==> src/kpe_pkg.sv <==
// kpe_pkg: shared types and constants of the key press event detector
// no dependencies; used by kpe_cfg_regs, kpe_core and key_press_event_fsm_top
`timescale 1ns / 1ps

package kpe_pkg;

  localparam int unsigned KeyWidth   = 8;
  localparam int unsigned CfgWidth   = 16;
  localparam int unsigned EventWidth = 3;
  localparam int unsigned CfgIdxWidth = 2;

  localparam logic [KeyWidth-1:0] ComboBit = 8'h80;

  localparam logic [CfgWidth-1:0] LongTicksReset   = 16'd100;
  localparam logic [CfgWidth-1:0] WaitTicksReset   = 16'd50;
  localparam logic [CfgWidth-1:0] RepeatTicksReset = 16'd50;

  typedef enum logic [CfgIdxWidth-1:0] {
    CfgLongTicks   = 2'd0,
    CfgWaitTicks   = 2'd1,
    CfgRepeatTicks = 2'd2
  } cfg_idx_e;

  typedef enum logic [5:0] {
    StIdle    = 6'b000001,
    StPress   = 6'b000010,
    StLong    = 6'b000100,
    StWait    = 6'b001000,
    StRepeat  = 6'b010000,
    StRelease = 6'b100000
  } step_e;

  typedef enum logic [1:0] {
    KindNone   = 2'd0,
    KindDown   = 2'd1,
    KindLong   = 2'd2,
    KindRepeat = 2'd3
  } kind_e;

  typedef enum logic [EventWidth-1:0] {
    EvNone     = 3'd0,
    EvDown     = 3'd1,
    EvLong     = 3'd2,
    EvRepeat   = 3'd3,
    EvDownUp   = 3'd4,
    EvLongUp   = 3'd5,
    EvRepeatUp = 3'd6
  } event_e;

  typedef struct packed {
    logic [CfgWidth-1:0] long_ticks;
    logic [CfgWidth-1:0] wait_ticks;
    logic [CfgWidth-1:0] repeat_ticks;
  } cfg_t;

endpackage

==> src/kpe_cfg_regs.sv <==
// kpe_cfg_regs: timing limit registers written over the configuration channel
// depends on kpe_pkg
`timescale 1ns / 1ps

module kpe_cfg_regs (
  input  logic                               clk_i,
  input  logic                               rst_ni,
  input  logic                               cfg_valid_i,
  input  logic [kpe_pkg::CfgIdxWidth-1:0]    cfg_index_i,
  input  logic [kpe_pkg::CfgWidth-1:0]       cfg_data_i,
  output kpe_pkg::cfg_t                      cfg_o
);

  kpe_pkg::cfg_t cfg_q, cfg_d;

  always_comb begin
    cfg_d = cfg_q;
    if (cfg_valid_i) begin
      unique case (kpe_pkg::cfg_idx_e'(cfg_index_i))
        kpe_pkg::CfgLongTicks:   cfg_d.long_ticks   = cfg_data_i;
        kpe_pkg::CfgWaitTicks:   cfg_d.wait_ticks   = cfg_data_i;
        kpe_pkg::CfgRepeatTicks: cfg_d.repeat_ticks = cfg_data_i;
        default:                 cfg_d = cfg_q;
      endcase
    end
  end

  always_ff @(posedge clk_i or negedge rst_ni) begin
    if (!rst_ni) begin
      cfg_q.long_ticks   <= kpe_pkg::LongTicksReset;
      cfg_q.wait_ticks   <= kpe_pkg::WaitTicksReset;
      cfg_q.repeat_ticks <= kpe_pkg::RepeatTicksReset;
    end else begin
      cfg_q <= cfg_d;
    end
  end

  assign cfg_o = cfg_q;

endmodule

==> src/kpe_core.sv <==
// kpe_core: step state machine, hold counter and event decode for one scan tick
// depends on kpe_pkg
`timescale 1ns / 1ps

module kpe_core #(
  parameter int unsigned COUNT_WIDTH = 16
) (
  input  logic                              clk_i,
  input  logic                              rst_ni,
  input  logic                              fire_i,
  input  logic [kpe_pkg::KeyWidth-1:0]      key_i,
  input  kpe_pkg::cfg_t                     cfg_i,
  output logic [kpe_pkg::EventWidth-1:0]    event_o,
  output logic [kpe_pkg::KeyWidth-1:0]      key_o
);

  localparam int unsigned CmpWidth =
      (COUNT_WIDTH > kpe_pkg::CfgWidth) ? COUNT_WIDTH : kpe_pkg::CfgWidth;

  kpe_pkg::step_e                 step_q, step_d;
  kpe_pkg::kind_e                 kind_q, kind_d;
  logic [COUNT_WIDTH-1:0]         count_q, count_d, count_inc;
  logic [kpe_pkg::KeyWidth-1:0]   held_q, held_d;
  logic                           same_key;
  logic                           long_hit, wait_hit, repeat_hit;
  kpe_pkg::event_e                ev;

  // saturating hold count
  assign count_inc = (count_q == {COUNT_WIDTH{1'b1}}) ? count_q : count_q + 1'b1;
  assign same_key  = (held_q == key_i);

  assign long_hit   = CmpWidth'(count_inc) > CmpWidth'(cfg_i.long_ticks);
  assign wait_hit   = CmpWidth'(count_inc) > CmpWidth'(cfg_i.wait_ticks);
  assign repeat_hit = CmpWidth'(count_inc) > CmpWidth'(cfg_i.repeat_ticks);

  always_comb begin
    step_d  = step_q;
    kind_d  = kind_q;
    count_d = count_q;
    held_d  = held_q;
    ev      = kpe_pkg::EvNone;
    key_o   = key_i;
    unique case (step_q)
      kpe_pkg::StIdle: begin
        if (key_i != '0) begin
          count_d = '0;
          held_d  = key_i;
          step_d  = kpe_pkg::StPress;
        end
      end
      kpe_pkg::StPress: begin
        if (same_key) begin
          ev     = kpe_pkg::EvDown;
          kind_d = kpe_pkg::KindDown;
          step_d = kpe_pkg::StLong;
        end else begin
          step_d = kpe_pkg::StIdle;
        end
      end
      kpe_pkg::StLong: begin
        if (same_key) begin
          count_d = count_inc;
          if (long_hit) begin
            count_d = '0;
            ev      = kpe_pkg::EvLong;
            kind_d  = kpe_pkg::KindLong;
            step_d  = kpe_pkg::StWait;
          end
        end else begin
          step_d = kpe_pkg::StRelease;
        end
      end
      kpe_pkg::StWait: begin
        // timeout wins over a key change on the same tick
        count_d = count_inc;
        if (wait_hit) begin
          count_d = '0;
          step_d  = kpe_pkg::StRepeat;
        end else if (!same_key) begin
          step_d = kpe_pkg::StRelease;
        end
      end
      kpe_pkg::StRepeat: begin
        if (same_key) begin
          count_d = count_inc;
          if (repeat_hit) begin
            count_d = '0;
            ev      = kpe_pkg::EvRepeat;
            kind_d  = kpe_pkg::KindRepeat;
          end
        end else begin
          step_d = kpe_pkg::StRelease;
        end
      end
      kpe_pkg::StRelease: begin
        step_d = kpe_pkg::StIdle;
        // plain key turning into a combination key: no release report
        if (!((held_q & kpe_pkg::ComboBit) == '0 && (key_i & kpe_pkg::ComboBit) != '0)) begin
          key_o = held_q;
          unique case (kind_q)
            kpe_pkg::KindDown:   ev = kpe_pkg::EvDownUp;
            kpe_pkg::KindLong:   ev = kpe_pkg::EvLongUp;
            kpe_pkg::KindRepeat: ev = kpe_pkg::EvRepeatUp;
            default:             ev = kpe_pkg::EvNone;
          endcase
        end
      end
      default: begin
        step_d = kpe_pkg::StIdle;
      end
    endcase
  end

  always_ff @(posedge clk_i or negedge rst_ni) begin
    if (!rst_ni) begin
      step_q  <= kpe_pkg::StIdle;
      kind_q  <= kpe_pkg::KindNone;
      count_q <= '0;
      held_q  <= '0;
    end else if (fire_i) begin
      step_q  <= step_d;
      kind_q  <= kind_d;
      count_q <= count_d;
      held_q  <= held_d;
    end
  end

  assign event_o = ev;

endmodule

==> src/key_press_event_fsm_top.sv <==
// key_press_event_fsm_top: key press event detector with input and result registers
// depends on kpe_pkg, kpe_cfg_regs, kpe_core
`timescale 1ns / 1ps

// Key press event detector.
// s_axis carries one key sample per scan tick (tdata[7:0] = key_code, 0 = no key,
// bit 7 = combination key). m_axis returns exactly one result per sample:
// tdata[2:0] = event_res, tdata[10:3] = key_out, upper bits zero.
// The cfg channel writes the timing limits: index 0 long_ticks, 1 wait_ticks,
// 2 repeat_ticks; other indexes are ignored. cfg_ready_o is always high;
// write only while no sample is in flight.
// Throughput: one sample per cycle while m_axis does not stall. A request passes
// the input register, then the state machine into the result register, before
// m_axis valid rises.
// Reset clears the valid bits of both registers, the step state, hold count, held
// key and last kind, and loads the limits with 100, 50 and 50.
// When m_axis stalls the result register holds, the input register takes one
// more request, and s_axis_tready then drops until the result is taken.

module key_press_event_fsm_top #(
  parameter int unsigned COUNT_WIDTH = 16
) (
  input  logic                            clk_i,
  input  logic                            rst_ni,
  input  logic                            s_axis_tvalid,
  output logic                            s_axis_tready,
  input  logic [7:0]                      s_axis_tdata,   // [7:0] key_code
  output logic                            m_axis_tvalid,
  input  logic                            m_axis_tready,
  output logic [15:0]                     m_axis_tdata,   // [2:0] event_res, [10:3] key_out
  input  logic                            cfg_valid_i,
  output logic                            cfg_ready_o,
  input  logic [kpe_pkg::CfgIdxWidth-1:0] cfg_index_i,
  input  logic [kpe_pkg::CfgWidth-1:0]    cfg_data_i
);

  kpe_pkg::cfg_t                   cfg;
  logic                            in_valid_q;
  logic [kpe_pkg::KeyWidth-1:0]    in_key_q;
  logic                            out_valid_q;
  logic [kpe_pkg::EventWidth-1:0]  out_event_q, core_event;
  logic [kpe_pkg::KeyWidth-1:0]    out_key_q, core_key;
  logic                            advance;

  assign cfg_ready_o = 1'b1;

  kpe_cfg_regs u_cfg (
    .clk_i       (clk_i),
    .rst_ni      (rst_ni),
    .cfg_valid_i (cfg_valid_i),
    .cfg_index_i (cfg_index_i),
    .cfg_data_i  (cfg_data_i),
    .cfg_o       (cfg)
  );

  // a sample moves on when the result register is free or being emptied
  assign advance       = in_valid_q && (!out_valid_q || m_axis_tready);
  assign s_axis_tready = !in_valid_q || advance;

  always_ff @(posedge clk_i or negedge rst_ni) begin
    if (!rst_ni) begin
      in_valid_q <= 1'b0;
    end else if (s_axis_tready) begin
      in_valid_q <= s_axis_tvalid;
    end
  end

  always_ff @(posedge clk_i) begin
    if (s_axis_tvalid && s_axis_tready) begin
      in_key_q <= s_axis_tdata;
    end
  end

  kpe_core #(
    .COUNT_WIDTH (COUNT_WIDTH)
  ) u_core (
    .clk_i   (clk_i),
    .rst_ni  (rst_ni),
    .fire_i  (advance),
    .key_i   (in_key_q),
    .cfg_i   (cfg),
    .event_o (core_event),
    .key_o   (core_key)
  );

  always_ff @(posedge clk_i or negedge rst_ni) begin
    if (!rst_ni) begin
      out_valid_q <= 1'b0;
    end else if (!out_valid_q || m_axis_tready) begin
      out_valid_q <= in_valid_q;
    end
  end

  always_ff @(posedge clk_i) begin
    if (advance) begin
      out_event_q <= core_event;
      out_key_q   <= core_key;
    end
  end

  assign m_axis_tvalid = out_valid_q;
  assign m_axis_tdata  = {5'b0, out_key_q, out_event_q};

endmodule

==> config.mk <==
export PLATFORM = sky130hd
export DESIGN_NAME = key_press_event_fsm_top
export DESIGN_NICKNAME = d
export VERILOG_FILES = /design/src/kpe_pkg.sv /design/src/kpe_cfg_regs.sv /design/src/kpe_core.sv /design/src/key_press_event_fsm_top.sv
export SDC_FILE = /design/constraint.sdc
export NUM_CORES = 1
export LEC_CHECK = 0
export BUFFER_PORTS_ARGS = -buffer_cell sky130_fd_sc_hd__buf_2
export CORE_ASPECT_RATIO = 1.4
export CORE_MARGIN = 2
export CORE_UTILIZATION = 30
export DETAILED_ROUTE_END_ITERATION = 10
export SYNTH_ARGS = -nofsm -noshare
export SYNTH_HDL_FRONTEND = slang
export SYNTH_SLANG_ARGS = --single-unit
==> constraint.sdc <==
create_clock -name clk_i -period 5 [get_ports clk_i]
set_input_delay 0.75 -clock clk_i [delete_from_list [all_inputs] [get_ports clk_i]]
set_output_delay 0.75 -clock clk_i [all_outputs]
set_load 0.01 [all_outputs]
## Yosys cells after proc, flatten, opt, wreduce, memory -nomap -nowiden

Index checks and enable logic that the tools add are counted.

| word-level totals | value |
|---|---|
| bits in registers | 101 |

| cells by class | value |
|---|---|
| add/subtract/negate cells | 1 |
| $lt $le $gt $ge | 3 |
| eq/ne operators | 20 |
| mux-type cells | 31 |
| reductions and logical operators | 19 |

Operators by type and width:

| cell | number |
|---|---|
| two-way mux 16 bit | 7 |
| case mux 16 bit (4 select lines) | 1 |
| > comparator 16 bit | 3 |
| two-way mux 6 bit | 5 |
| case mux 6 bit (5 select lines) | 1 |
| adder 16 x 1 -> 16 bit, second input constant | 1 |
| equality test 16 bit, second input constant | 1 |
| two-way mux 8 bit | 2 |
| two-way mux 2 bit | 7 |
| two-way mux 3 bit | 4 |
| != test 2 x 1 -> 1 bit, second input constant | 6 |
| case mux 3 bit (4 select lines) | 1 |
| case mux 3 bit (3 select lines) | 1 |
| equality test 8 bit | 1 |
| logical NOT 8 bit | 1 |
| nonzero test 8 bit | 1 |
| AND reduction 7 bit | 1 |
| equality test 2 bit, second input constant | 3 |
| equality test 6 x 1 -> 1 bit, second input constant | 1 |
| equality test 6 x 2 -> 1 bit, second input constant | 1 |
| equality test 6 x 3 -> 1 bit, second input constant | 1 |
| equality test 6 x 4 -> 1 bit, second input constant | 1 |
| equality test 6 x 5 -> 1 bit, second input constant | 1 |
| equality test 6 bit, second input constant | 1 |
| other kinds (13) | 21 |

## Longest topological paths before layout

Gate-level depths: netlist of the first run.

| depth | value |
|---|---|
| depth in word-level cells | 6 |
| depth in mapped cells | 19 |

## Modules after synthesis

Synthesis of the first run repeated with hierarchy kept, for this count alone.

| unflattened totals | value |
|---|---|
| cell total of the unflattened synthesis | 555 |
| area total of the unflattened synthesis | 5973.2 um^2 |

By module, submodules not included:

| module | times used | cells an instance | area each (um^2) | sequential area each (um^2) |
|---|---|---|---|---|
| kpe_core | 1 | 418 | 3419.5 | 802.0 |
| kpe_cfg_regs | 1 | 102 | 1826.8 | 1212.4 |
| key_press_event_fsm_top | 1 | 35 | 726.9 | 620.6 |

## Worst setup path after synthesis of the first run

No wires, ideal clock.

| timing path | value |
|---|---|
| kind | register to register |
| start point | register u_core.count_q[0] |
| end point | register u_core.kind_q[1] |
| library setup time | 0.125 ns |
| arrival time | 4.169 ns |
| path slack | 0.706 ns |
| stages on the path, launching flop included | 17 |
| buffers on the path | 0 |
| clock period less this slack | 4.294 ns |
| path through | dfrtp_1 -> ha_1 -> nand3_1 -> nor4_4 -> nand4b_1 -> nor2_1 -> and4_1 -> nor2b_1 -> xor2_1 -> ha_1 -> nand4_1 -> or4_1 -> nor2_1 -> a21oi_1 -> o2bb2ai_2 -> or4_4 -> mux2_4 |

| on the way | value |
|---|---|
| word-level cells in the longest chain between the ends | 5 |
| elaborated cells between the ends (all ways) | 8 |

Ends and longest elaborated chain:

| element | RTL line | RTL |
|---|---|---|
| start, declared | kpe_core.sv:22 | `logic [COUNT_WIDTH-1:0] count_q, count_d, count_inc;` |
| start signal, assigned | kpe_core.sv:123 | `count_q <= count_d;` |
| adder 16 x 1 -> 16 bit / equality test 16 bit (equally long branches) | kpe_core.sv:29 | `assign count_inc = (count_q == {COUNT_WIDTH{1'b1}}) ? count_q : count_q + 1'b1;` |
| two-way mux 16 bit (*) | kpe_core.sv:29 |  |
| > comparator 16 bit, on equally long branches | kpe_core.sv:34, kpe_core.sv:32 |  |
| != test 2 x 1 -> 1 bit (no line) | n/a |  |
| AND reduction 7 bit (no line) (*) | n/a |  |
| end signal, assigned | kpe_core.sv:117 | `kind_q <= kpe_pkg::KindNone;` |
| end signal, assigned | kpe_core.sv:122 | `kind_q <= kind_d;` |
| end, declared | kpe_core.sv:21 | `kpe_pkg::kind_e kind_q, kind_d;` |

Mark *: on every way between the ends. The rest lies on a longest branch, timed or not.
A chain may end at the register's enable or synchronous reset.

## Worst setup path in the final report of the first run

Ends and elaborated chain as after synthesis.

==> results of run 1 <==
## per-layer routing
layer	up-vias	part of all wire	global-route usage	routed length, um
met5	-	0	0	0
met4	0	0.020	0.0585	259
met3	13	0.034	0.0235	431
met2	61	0.51	0.233	6530
met1	2029	0.44	0.163	5610
li1	2112	-	-	-
## registers in the layout (all words and copies together) (netlist names)
name	flops
m_axis_tvalid	1
u_core.count_q	16
out_key_q	8
u_cfg.cfg_o	48
out_event_q	3
u_core.held_q	8
in_valid_q	1
u_core.kind_q	2
u_core.step_q	6
in_key_q	8
## report_power, final
part	internal, W	leakage, nW	total (W)	switching [W]
logic	0.000271	1.76	0.000637	0.000366
registers	0.000997	1.18	0.00110	0.000101
clock network	0.000436	0.153	0.000744	0.000309
## placed cells by master (no fill, tap or decap), drive strengths merged, types with 5 or more instances in the layout
cell type and count:
nand4 15, and3 5, inv 57, a21oi 22, nand2b 9, nor4 5
dfstp 10, xnor2 5, clkbuf 9, edfxtp 19, and2 5, nor3 10
nand3 11, buf 50, conb 6, o21ai 45, nor2b 7, xor2 12
or4 5, dfrtp 72, ha 48, o21bai 5, mux2 50, nand2 58
nor2 28
## cells by family after synthesis
family | synth area share
buf+inv | 0.0549
simple gates | 0.159
mux | 0.103
fa+ha+maj | 0.102
flops | 0.448
other cells | 0.00128
compound gates | 0.106
xor+xnor | 0.0253
## final timing paths
kind / cells after the start / end / slack (ps) / start
max: 16 / u_core.kind_q[1] / 340 / u_core.count_q[0]
min: 1 / u_cfg.cfg_o[24] / 300 / rst_ni
max reg2reg: 16 / u_core.kind_q[1] / 340 / u_core.count_q[0]
min reg2reg: 1 / u_cfg.cfg_o[3] / 510 / u_cfg.cfg_o[3]
max in group asynchronous: 2 / u_core.held_q[7] / 3640 / rst_ni
min in group clk_i: 1 / u_cfg.cfg_o[3] / 510 / u_cfg.cfg_o[3]
## final cells by class
| cell class | instances | share of cell area |
|---|---|---|
| multi-input cells | 402 | 0.440 |
| flip-flops and latches | 101 | 0.394 |
| well taps | 248 | 0.0464 |
| repair buffers | 50 | 0.0404 |
| clock buffers | 9 | 0.0337 |
| inverters | 57 | 0.0320 |
| clock inverters | 7 | 0.0135 |
## worst max-delay path, stage by stage, from the launching register on
cell       delay, ps
dfrtp_1          460
ha_1             290
nand3_1          180
nor4_4            50
nand4b_1         290
nor2_1           200
and4_1           300
nor2b_1          250
xor2_1           280
ha_1             210
nand4_1          160
or4_1            580
nor2_1           140
a21oi_1          150
o2bb2ai_2        190
or4_4            510
mux2_4           300
## metrics by stage
step	hold WS, ps	area [sq um]	power (W)	utilization
final	303	6690	0.00248	0.348
after global routing	333	6690	0.00265	0.348
after CTS	310	6690	0.00251	0.348
after detailed placement	493	6380	0.00175	0.332
after global placement	489	6380	0.00174	0.332
after floorplan	454	5900	0.00156	-
==> metrics.sh, run 1 <==
RESULT_OF_THE_RUN='finished, final reports clean'
VIAS_PER_CELL=4.82
NETLIST_INSTANCES=576
GLOBAL_ROUTE.USAGE.TOTAL=0.135
DIE-HEIGHT_UM=170
MIN-DELAY-PATH-CLASS='in -> async'
LAYOUTNONFILLERINSTCOUNT=874
LAYOUT_MIN_CYCLE_TIME_PS=4660
GR_OVFL_TOTAL=0
CTS.ROOT.BUFFER_CELL='clkbuf_16'
CTS_TREE='done'
PROPORTION_OF_REGISTER_BITS_WITH_ASYNCHRONOUS_SET_OR_RESET_AFTER_SYNTHESIS=0.812
FF_LATCH_AREA_SQ_UM=2640
TIMING.SETUP.CRITICAL_PATH_CLASS='reg -> reg'
TIGHTEST_SLEW_PS=1050
GP_ROUTABILITY_CONGESTION=0.826
CTS_H_TREE_DEPTH=3
CLOCK_TRANSITION_TIME_AT_THE_FLIP_FLOP_CLOCK_PINS_OF_THE_WORST_SETUP_AND_HOLD_PATHS_PS=70
DRV.MAX_CAP_VIOLATION_COUNT=0
SYN_AREA_SQ_UM=5880
POWER_PER_CELL_AREA_nW_PER_UM2=371
GRT_PASS1_VIAS=4260
AREA_DELTA_SYNTH_FINAL_PCT=13.7
RSZ0062_AT_GRT='false'
FIN_WS_PS=337
TIMING.MAX_SLEW.REL_SLACK=0.299
SETUP_VIOLATION_TOTAL_IN_THE_FINAL_TIMING_REPORT=0
FINALNETCOUNT=700
SYNTH_SEQ_AREA_SHARE=0.448
TOP_AREA_CELLS_IN_THE_SYNTHESIZED_NETLIST='dfrtp_1 31%, ha_1 10%, edfxtp_1 9.7%'
SYNTH_MOST_COMMON_CELL='dfrtp_1'
CLKLATENCYLATEPIN_PS=360
PLACEMENT_ROWS=60
CTS_BUFFER_DEPTH=2
DPL_WS_PS=334
SYNTH-EDFF-COUNT=19
DETAIL_ROUTE.WIRELENGTH_MM=12.8
CTS-BUFFERS-INSERTED=9
DIE_AREA_SQ_UM=20800
DATA_ARRIVAL_CRITICAL_PATH_PS=4910
DIE_WIDTH_UM=122
ANTENNA_LEFT=0
POST_SYNTH_TOP_AREA_CELL='dfrtp_1'
SYNTH-WARNING-COUNT=0
SYNTH_AREA_PER_CELL_SQ_UM=10.2
DETAILEDPLACEMENTHPWL_MM=9.74
SKEW_PS=10.8
PLACE_INST=858
DRT_ITER0_MARKERS=134
DRT_PRE_ANTENNA_ITERS=4
SETUP_TNS_PS=0
WIRE_PER_INST_UM=14.7
CLOCK-SINKS=101
CTS.REPAIR_TIMING.SETUP_BUFFER_COUNT=0
STARTPOINT_TYPE='flop'
SYNTH_SEQ_CELLS=101
SYNTHDISTINCTLIBCELLS=60
IO-PIN-COUNT=50
PORTION_OF_SYNTHESIZED_CELL_AREA_OCCUPIED_BY_THE_LEADING_CELL_TYPE=0.306
CP.REQUIRED_PS=5240
NUM-FILL-CELLS=2000
FINAL_MIN_PERIOD_OVER_CLOCK_PERIOD=0.933
CTS_HOLD_REPAIR.BUFFERS=0
NUMBER_OF_HOLD_VIOLATIONS_IN_THE_FINAL_REPORT=0
CRIT_PATH_MAX_FANOUT=8
DRC_ERRORS=0
SYNTHFLOPTYPE='dfrtp_1'
DRIVE_ABOVE_1_SHARE=0.228
ANTENNA_FOUND_INITIAL=0
VIAS=4215
MULTI_INPUT_COMB_AREA_SQ_UM=2950
FINALMAXSLEWVIOLATIONS=0
GRT_FIRST_PASS_WIRELENGTH_MM=21.7
VDD_DROP_MAX_uV=237
GRT_MAX_DEGREE=55
STATIC-LEAKAGE-POWER_nW=3.10
FMAX_GHz=0.214
DIODES=0
START_UTIL=0.306
WORSTSETUPENDPOINTTYPE='flop'
IO_BUFFERS=43
SYNTH.CELLS.MOST_FREQUENT='72 x dfrtp_1, 58 x nand2_1, 57 x inv_1'
CTS-RESIZED-GATES=0
CORE_AREA_SQ_UM=19200
Note: power is estimated with default switching activity, not from simulation.
==> run 2: changes to the inputs <==
- clock period: 5 -> 5.73 ns (I/O delays scaled with it)
==> run 2 against run 1 <==
  * Register-to-register slack gained 470 ps
  * Clock power shrank 16%
  * Combinational power shrank 13%
  * Setup slack gained 470 ps
  * Sequential power shrank 13%
  * Worst hold slack gained 120 ps
  * Sequential cell count is the same
  * Clock skew shrank 2.2 ps
  * Utilization shrank 0.29 points
  * Design area shrank 0.82%
  * First-iteration DRC count grew 8.2%
  * Highest routed layer unchanged
==> metrics.sh, run 2 (synthesis gave the netlist of run 1 again) <==
FINALMAXSLEWVIOLATIONS=0
SETUP_VIOLATION_TOTAL_IN_THE_FINAL_TIMING_REPORT=0
LARGEST_REG_FLOPS=48
IO-PIN-COUNT=50
PLACEMENT_ROWS=60
GLOBAL_ROUTE.USAGE.TOTAL=0.138
STARTPOINT_TYPE='flop'
DRV.MAX_CAP_VIOLATION_COUNT=0
FF2FF_SETUP_SLACK_PS=810
SKEW_PS=8.65
CLOCK_TRANSITION_TIME_AT_THE_FLIP_FLOP_CLOCK_PINS_OF_THE_WORST_SETUP_AND_HOLD_PATHS_PS=70
CTS-BUFFERS-INSERTED=9
DIODES=0
VIAS_PER_CELL=4.88
CTS_HOLD_REPAIR.BUFFERS=0
GR-MAX-USAGE-LAYER='met2'
DRT_ITER0_MARKERS=145
CTS_TREE='done'
FINALNETCOUNT=695
WIRE_PER_INST_UM=15.2
RSZ0062_AT_GRT='false'
DIE_WIDTH_UM=122
POWER_PER_CELL_AREA_nW_PER_UM2=322
NUM-FILL-CELLS=1993
ANTENNA_LEFT=0
WORSTSETUPENDPOINTTYPE='flop'
GR-USAGE-MET3=0.0282
CTS.REPAIR_TIMING.SETUP_BUFFER_COUNT=0
CP.REQUIRED_PS=5920
NUMBER_OF_HOLD_VIOLATIONS_IN_THE_FINAL_REPORT=0
CTS-RESIZED-GATES=0
FINALPOWER_W=0.00214
CORE_AREA_SQ_UM=19200
IO_BUFFERS=43
GRT_PASS1_VIAS=4388
CTS_H_TREE_DEPTH=3
DIE_AREA_SQ_UM=20800
DETAIL_ROUTE.WIRELENGTH_MM=13.2
MOSTFREQUENTLAYOUTCELLS='72 x dfrtp_1, 58 x nand2_1, 57 x inv_1'
AREA_DELTA_SYNTH_FINAL_PCT=12.8
DRT_PRE_ANTENNA_ITERS=5
TIGHTEST_SLEW_PS=1050
ANTENNA_FOUND_INITIAL=0
LAYOUT.CELLS.MOST_COMMON='dfrtp_1'
STATIC-LEAKAGE-POWER_nW=3.06
FMAX_GHz=0.203
GRT_FIRST_PASS_WIRELENGTH_MM=22.2
DETAILEDPLACEMENTHPWL_MM=9.92
GP_ROUTABILITY_CONGESTION=0.823
VDD_DROP_MAX_uV=178
TIMING.SETUP.CRITICAL_PATH_CLASS='reg -> reg'
WORSTREG2REGSTART='u_core.count_q[0]'
CTS_BUFFER_DEPTH=2
GRT_MAX_DEGREE=55
DRC_ERRORS=0
WORST_R2R_PATH_DEPTH=16
CLOCK-SINKS=101
VIAS=4244
MET2_USAGE=0.239
CTS.ROOT.BUFFER_CELL='clkbuf_16'
SETUP_TNS_PS=0
RESULT_OF_THE_RUN='finished, final reports clean'
CRIT_PATH_MAX_FANOUT=12
CRIT-REG2REG-CAPTURE='u_core.count_q[14]'
DRIVE_ABOVE_1_SHARE=0.217
DATA_ARRIVAL_CRITICAL_PATH_PS=5110
CLKLATENCYLATEPIN_PS=350
USE_MET1=0.161
MIN-DELAY-PATH-CLASS='in -> async'
FINAL_MIN_PERIOD_OVER_CLOCK_PERIOD=0.859
TIMING.MAX_SLEW.REL_SLACK=0.301
LAYOUT_MIN_CYCLE_TIME_PS=4920
START_UTIL=0.306
GR_OVFL_TOTAL=0
DIE-HEIGHT_UM=170
==> run 2: cell types whose count changed in the layout (fill, tap and decap cells not counted), sizes merged <==
cell	delta
buf	-5
bufinv	-1
clkbuf	+6
clkinv	-4
clkinvlp	-1
==> run 2: worst max-delay path by stage <==
stage | start | to | slack (ps) | cells past startpoint
2_1_floorplan | u_core.count_q[0] | u_core.kind_q[1] | 1440 | 16
3_3_place_gp | u_core.count_q[0] | u_core.count_q[9] | 990 | 16
3_5_place_dp | u_core.count_q[0] | u_core.count_q[14] | 800 | 16
4_1_cts | u_core.count_q[0] | u_core.count_q[14] | 780 | 16
5_1_grt | u_core.count_q[0] | u_core.count_q[11] | 330 | 16
6_report | u_core.count_q[0] | u_core.count_q[14] | 810 | 16
==> run 2: power by group <==
group	total, W	internal [W]	leakage, nW	switching, W
clock	0.000625	0.000364	0.144	0.000262
combinational	0.000552	0.000234	1.74	0.000319
sequential	0.000961	0.000870	1.18	0.0000909
==> run 2: area by class of cell <==
cell class,count,area (sq um),area share
Multi-Input combinational cell,402,2950,0.444
Sequential cell,101,2640,0.397
Tap cell,248,310,0.0468
Clock buffer,15,268,0.0403
Timing Repair Buffer,45,233,0.0351
Inverter,57,214,0.0322
Clock inverter,1,30.0,0.00452
==> run 2: layer usage <==
metal / vias up / part of all wire
li1: 2104 / -
met1: 2023 / 0.43
met2: 90 / 0.50
met3: 27 / 0.040
met4: 0 / 0.030
met5: - / 0
==> run 2: critical path, cell delays in order, from the launching register on <==
cell	delay [ps]
dfrtp_1	460
ha_1	270
nand3_1	170
nor4_4	370
nand4b_1	300
nor2_1	90
and4_1	260
nor2b_1	170
xor2_1	180
ha_1	360
nand4_1	170
or4_1	580
nor2_1	140
a21oi_1	140
o2bb2ai_2	190
nor2_1	670
o21ai_0	220
==> run 2: metrics by stage <==
stage               cells  utilization  hold slack [ps]  cell area, sq um  setup WS [ps]
finish                869        0.345              420              6640            809
global route          869        0.345              432              6640            331
CTS                   869        0.345              415              6640            780
detailed placement    853        0.330              495              6340            795
global placement      853        0.330              489              6340            993
floorplan             580            -              479              5900           1440
==> run 3: changes to the inputs <==
- CORE_UTILIZATION: 30 -> 65
- PLACE_DENSITY: unset -> 0.86
==> run 3 against run 2 <==
  * Register-to-register slack better by 60 ps
  * Utilization grew 38 points
  * Die area down 53%
  * Sequential power hardly changed
  * Setup slack improved by 65 ps
  * Combinational power is 2% higher
  * Wire length decreased by 2.5%
  * Clock skew grew 1.5 ps
  * Sequential cell count unchanged
  * Maximum frequency rose by 1.3%
  * Design area fell by 2.3%
  * Critical path type unchanged
  * Largest power group unchanged
==> metrics.sh, run 3 (synthesis gave the netlist of run 1 again) <==
DIE_AREA_SQ_UM=9840
STATIC-LEAKAGE-POWER_nW=3.08
VIAS=4352
DIODES=0
DRC_ERRORS=0
IO_BUFFERS=43
VIAS_PER_CELL=5.99
CP.REQUIRED_PS=5970
DRT_PRE_ANTENNA_ITERS=5
DIE_WIDTH_UM=84.4
CTS-BUFFERS-INSERTED=9
LAYOUT.CELLS.MOST_COMMON='dfrtp_1'
AREA_DELTA_SYNTH_FINAL_PCT=10.2
GRT_FIRST_PASS_WIRELENGTH_MM=21.4
FINALMAXSLEWVIOLATIONS=0
CTS-RESIZED-GATES=0
MET2_USAGE=0.524
NUM-FILL-CELLS=656
CRIT_PATH_CELL_TRACE='ha_1, nand3_1, nor4_4, nand4b_1, nor2_1, and4_1, nor2b_1, xor2_1, ha_1, nand4_1, or4_1, nor2_1, a21oi_1, o2bb2ai_2, or4_4, mux2_4'
GRT_MAX_DEGREE=83
TIGHTEST_SLEW_PS=1020
LAYOUT_MIN_CYCLE_TIME_PS=4860
PLACEDINSTANCEAREA_SQ_UM=6150
CTS.ROOT.BUFFER_CELL='clkbuf_16'
CTS_BUFFER_DEPTH=2
ANTENNA_LEFT=0
LARGEST_REG_FLOPS=48
PLACEMENT_ROWS=41
WORSTSETUPENDPOINTTYPE='flop'
GR-USAGE-MET3=0.0424
CTS.REPAIR_TIMING.SETUP_BUFFER_COUNT=0
VDD_DROP_MAX_uV=215
CRIT_PATH_MAX_FANOUT=8
WORST_PATH_LARGEST_CELL_DELAY_PS=570
FMAX_GHz=0.206
STARTPOINT_TYPE='flop'
FF_LATCH_AREA_SQ_UM=2640
GP_ROUTABILITY_CONGESTION=0.876
DATA_ARRIVAL_CRITICAL_PATH_PS=5100
FINALPOWER_W=0.00219
CLKLATENCYLATEPIN_PS=350
CP_SLOWEST_CELL='or4_1'
GR_OVFL_TOTAL=0
CTS_H_TREE_DEPTH=3
WIRE_PER_INST_UM=17.7
DRIVE_ABOVE_1_SHARE=0.223
TIMING.CRITICAL_PATH.BUF_INV=0
DPL_WS_PS=995
GR-MAX-USAGE-LAYER='met2'
USE_MET1=0.309
ANTENNA_FOUND_INITIAL=0
FIN_WS_PS=873
FINALNETCOUNT=694
SKEW_PS=10.2
SETUP_TNS_PS=0
MULTI_INPUT_COMB_AREA_SQ_UM=2950
DRT_ITER0_MARKERS=274
START_UTIL=0.659
MOSTFREQUENTLAYOUTCELLS='72 x dfrtp_1, 58 x nand2_1, 57 x inv_1'
GATE_FAMILY_RESPONSIBLE_FOR_THE_MOST_DELAY_ALONG_THE_WORST_PATH='simple AND/OR/NAND/NOR gates'
RESULT_OF_THE_RUN='finished, final reports clean'
DETAILEDPLACEMENTHPWL_MM=9.48
MIN-DELAY-PATH-CLASS='reg -> reg'
IO-PIN-COUNT=50
CLOCK-SINKS=101
CTS_HOLD_REPAIR.BUFFERS=0
RSZ0062_AT_GRT='false'
CLOCK_TRANSITION_TIME_AT_THE_FLIP_FLOP_CLOCK_PINS_OF_THE_WORST_SETUP_AND_HOLD_PATHS_PS=70
CORE_AREA_SQ_UM=8930
NUMBER_OF_HOLD_VIOLATIONS_IN_THE_FINAL_REPORT=0
TIMING.SETUP.CRITICAL_PATH_CLASS='reg -> reg'
DRV.MAX_CAP_VIOLATION_COUNT=0
FINAL_AREA_SQ_UM=6480
FINAL_MIN_PERIOD_OVER_CLOCK_PERIOD=0.848
DIE-HEIGHT_UM=117
GRT_PASS1_VIAS=4406
GLOBAL_ROUTE.USAGE.TOTAL=0.281
TIMING.MAX_SLEW.REL_SLACK=0.320
SETUP_VIOLATION_TOTAL_IN_THE_FINAL_TIMING_REPORT=0
CTS_TREE='done'
DETAIL_ROUTE.WIRELENGTH_MM=12.9
POWER_PER_CELL_AREA_nW_PER_UM2=338
## run 3: cell types whose count changed in the layout (fill, tap and decap cells not counted), sizes merged
cell and change:
clkinv +1, clkbuf -5, inv +4, buf -1
## run 3: layout make-up
type | count | share of cell area
Multi-Input combinational cell | 402 | 0.455
Sequential cell | 101 | 0.406
Clock buffer | 10 | 0.0369
Timing Repair Buffer | 44 | 0.0347
Inverter | 57 | 0.0330
Tap cell | 107 | 0.0207
Clock inverter | 6 | 0.0137
## run 3: worst paths after layout
| path | start | end | slack [ps] | cells past startpoint |
|---|---|---|---|---|
| min in group asynchronous | rst_ni | u_cfg.cfg_o[41] | 690 | 1 |
| worst max register to register | u_core.count_q[0] | u_core.kind_q[1] | 870 | 16 |
| worst max-delay path | u_core.count_q[0] | u_core.kind_q[1] | 870 | 16 |
| worst min register to register | u_cfg.cfg_o[8] | u_cfg.cfg_o[8] | 510 | 1 |
| worst min-delay path | u_cfg.cfg_o[8] | u_cfg.cfg_o[8] | 510 | 1 |
| max in group asynchronous | rst_ni | u_core.count_q[8] | 4390 | 1 |
## run 3: where the power goes
part	leakage, nW	internal [W]	total [W]	switching [W]
clock network	0.162	0.000365	0.000663	0.000297
registers	1.18	0.000869	0.000964	0.0000950
logic	1.73	0.000234	0.000561	0.000327
## run 3: metal layers
metal / up-vias / wire length, um / part of all wire
met1: 2092 / 4960 / 0.38
met3: 39 / 474 / 0.037
met5: - / 0 / 0
met4: 0 / 573 / 0.044
li1: 2103 / - / -
met2: 118 / 6890 / 0.53
## run 3: through the flow
stage / hold slack (ps) / cells / util
floorplan: 479 / 580 / -
global placement: 490 / 711 / 0.690
detailed placement: 494 / 711 / 0.690
CTS: 514 / 727 / 0.726
global route: 527 / 727 / 0.726
finish: 511 / 727 / 0.726
